===== src/rtl/dfq_ram.sv =====
`default_nettype none
// Simple dual-port RAM, one write and one registered read per cycle
module dfq_ram #(
  parameter int DEPTH = 256,
  parameter int WIDTH = 8
) (
  input  wire logic                     clk,
  input  wire logic                     we,
  input  wire logic [$clog2(DEPTH)-1:0] waddr,
  input  wire logic [WIDTH-1:0]         wdata,
  input  wire logic                     re,
  input  wire logic [$clog2(DEPTH)-1:0] raddr,
  output logic      [WIDTH-1:0]         rdata
);

  logic [WIDTH-1:0] mem [DEPTH];
  logic [WIDTH-1:0] rdata_r;

  always_ff @(posedge clk) begin
    if (we) begin
      mem[waddr] <= wdata;
    end
    if (re) begin
      rdata_r <= mem[raddr];
    end
  end

  assign rdata = rdata_r;

endmodule
`default_nettype wire


===== config.mk =====
export PLATFORM = sky130hd
export DESIGN_NAME = dfq_ram
export DESIGN_NICKNAME = d
export VERILOG_FILES = /design/src/rtl/dfq_ram.sv
export SDC_FILE = /design/constraint.sdc
export NUM_CORES = 2
export LEC_CHECK = 0
export BUFFER_PORTS_ARGS = -buffer_cell sky130_fd_sc_hd__buf_2
export CELL_PAD_IN_SITES_DETAIL_PLACEMENT = 1
export CELL_PAD_IN_SITES_GLOBAL_PLACEMENT = 1
export CORE_MARGIN = 2
export CORE_UTILIZATION = 44
export DETAILED_ROUTE_END_ITERATION = 8
export GPL_ROUTABILITY_DRIVEN = 0
export PLACE_DENSITY_LB_ADDON = 0.2
export SYNTH_ARGS = -nofsm -noshare
export SYNTH_HDL_FRONTEND = slang
export SYNTH_SLANG_ARGS = --single-unit

===== constraint.sdc =====
create_clock -name clk -period 2.7 [get_ports clk]
set_input_delay 0.135 -clock clk [delete_from_list [all_inputs] [get_ports clk]]
set_output_delay 0.135 -clock clk [all_outputs]
set_load 0.05 [all_outputs]

==> results.toml <==
[clock_tree]
clock_path_buffers = 3
cts_root_buf = "clkbuf_16"
clk_pin_slew_ns = 0.06
clkSinkCount = 2056
cts_tree = "yes"
cts_max_level = 4
numCtsBuffers = 205
insertion_delay_ns = 0.86

[logic_synthesis]
synth-main-ff-cell = "edfxtp_1"
synth.avg_cell_area_um2 = 21.33
synth_top_cell_by_area = "edfxtp_1"
ys_types = 54
synth_seq_area_share = 0.7753
netlist_area_um2 = 79640
synth_enable_flop_cells = 2056
synth_warnings = 0
synthArstFlopShare = 0
synth_area_leaders = "edfxtp_1, mux4_2, mux2i_1"
synthesis.nets = 3760
synth_cells = 3733
synth-seq-cells = 2056
netlist.area_leader.share = 0.7753

[hold_path]
min_path_type = "primary input to flip-flop"
min_path_cells = 4
min-delay-start = "waddr[7]"
hold_path_end = "mem[211][7]"

[sta]
relSlewSlack = 0.3657
fin_crit_sh = 0.9957
rsz0062_at_grt = "false"
worstMarginPinSlew_ns = 0.9514
setup_violations = 0
fin_crit_ns = 2.689
drv_slew = 0
final.setup_skew_ns = 0.03853
fmax_mhz = 372.0
hold_violations = 0

[floorplanning]
core_area_um2 = 180400
die_x_um = 429.4
std_cell_rows = 156
dieArea_um2 = 184400
dieHeight_um = 429.4
start_util = 0.4416
io_pins = 35

[placed_design]
place_hpwl_mm = 142.1
placed_cells = 6521
port_buffers = 34

[drt]
drc_errors = 0
vias = 40950
firstDrtPassIters = 7
routed_via_density = 5.921
wl_mm = 219.1
ant_nets = 0
first_iter_violations = 4612
wl_per_cell_um = 31.68

[setup_path]
r2r_start = "mem[87][1]"
worst_r2r_path_depth = 6
cp.required_ns = 3.32
crit_fanout = 1
worstPathArrival_ns = 3.30
r2r-end = "rdata[1]"
crit_type = "flip-flop to flip-flop"
ff2ff_setup_slack_ns = 0.01
start_kind = "flip-flop"
worst_setup_path_end_kind = "flip-flop"

[status]
status = "finished, final reports clean"

[power_and_ir_drop]
ir_drop_mv = 0.6012
power_per_cell_area_nw_per_um2 = 718.5
p_clk_frac = 0.422
power_frac_comb = 0.056
p_leak_nw = 30.23
pwr-share-seq = 0.522
switching_share = 0.2167
p_int_mw = 52.89
power_switching_mw = 14.63

[global_routing]
grt_first_pass_wirelength_mm = 317.4
antenna_found_initial = 7
grt_start_max_net_pins = 116
gr-total-overflow = 0
grt_util_all_layers = 0.2399
grt_pass1_vias = 42730

[flow_run]
cap_violations = 0

[finish]
final_cell_mix = "edfxtp_1, buf_4, mux4_2"
final_nets = 4400
synthToLayoutAreaGrowth_pct = 18.01
final_util = 0.5211
seqCellArea_um2 = 61740
fillers = 15980
stdcell_count = 6916
drive_above_1_share = 0.3139
multi_input_area_um2 = 16610
final_common_cell = "edfxtp_1"
worst max-delay path: stages, from the launching register on:
cell	delay [ns]
edfxtp_1	0.36
mux4_2	0.51
mux4_2	0.50
nor2b_1	0.21
nor4_2	0.58
buf_4	0.25
nor4_1	0.05
power by group through the flow:
stage	logic, mW	registers, mW	clock network [mW]
after floorplan	1.71	36.0	0
after global placement	3.69	35.9	0
after detailed placement	3.76	35.9	0
after CTS	3.80	35.3	29.0
after global routing	3.96	35.2	30.1
final	3.76	35.3	28.5
synth_stat cells (4+ instances only):
cell / instances
buf_6: 21
a22o_1: 8
buf_1: 22
nand3_1: 34
nor3_1: 22
o21ai_0: 10
clkbuf_1: 111
o22ai_1: 28
a21oi_1: 96
mux2i_1: 134
buf_2: 31
nor2_1: 282
a22oi_1: 133
and2_1: 6
buf_4: 27
nand2_1: 33
o32ai_1: 4
a221oi_1: 13
a211oi_1: 16
nand2b_1: 8
edfxtp_1: 2056
mux4_2: 454
buf_12: 8
nor4_1: 24
o22a_1: 5
buf_8: 13
o211ai_1: 10
nand4_1: 10
nor2b_1: 31
or2_2: 4
o221ai_1: 46
cells by family after synthesis:
group	Yosys count	synth area share
flip-flops	2056	0.7753
multiplexers	591	0.1460
AND/OR/NAND/NOR	466	0.02625
AO/OA/AOI/OAI	385	0.03416
buffers and inverters	235	0.01829
worst max path at each step:
stage	startpoint	end	slack, ns	depth (start not counted)
6_report	mem[87][1]	rdata[1]	0.01	6
3_5_place_dp	raddr[1]	rdata[3]	-0.92	9
2_1_floorplan	raddr[0]	rdata[2]	0.49	9
3_3_place_gp	raddr[1]	rdata[2]	-1.19	8
4_1_cts	mem[138][7]	rdata[7]	0.007	7
5_1_grt	mem[83][1]	rdata[1]	0.004	6
layer usage:
layer	up-vias	share of wire	GRT usage
met5	-	0	0
met3	306	0.060	0.03453
met1	22220	0.42	0.3438
li1	17010	-	-
met2	1420	0.49	0.3896
met4	0	0.025	0.06107
flip-flops by register name, summed over array words and instances (netlist names):
register	cells
rdata	8
mem	2048
metrics by stage:
stage                     TNS (ns)  total power, mW  hold slack, ns  worst slack (ns)  cell area (um^2)
after floorplan                  0            37.66          0.2339            0.4889             79640
after global placement      -6.625            39.62          0.6054            -1.188             87010
after detailed placement    -5.150            39.69          0.6086           -0.9170             87050
after CTS                        0            68.06        0.009434          0.007217             93950
after global routing             0            69.31         0.08232          0.003805             93970
final                            0            67.52         0.07398           0.01148             93980
final cells by class:
cell class	instances	area share
timing repair buffer	666	0.06340
inverter	2	0.00007988
multi-input combinational	1442	0.1767
antenna	3	0.00007988
clock buffer	252	0.05669
tap	2370	0.03155
sequential	2056	0.6570
clock inverter	125	0.01450
repair_timing:
item                        CTS  global route
resized for setup            11             3
hold endpoints to repair   1051             0
hold buffers                 15             0
buffers inserted              0             0
setup endpoints to repair     7             4
pin swaps                     0             1
(Power assumes the default switching activity.)
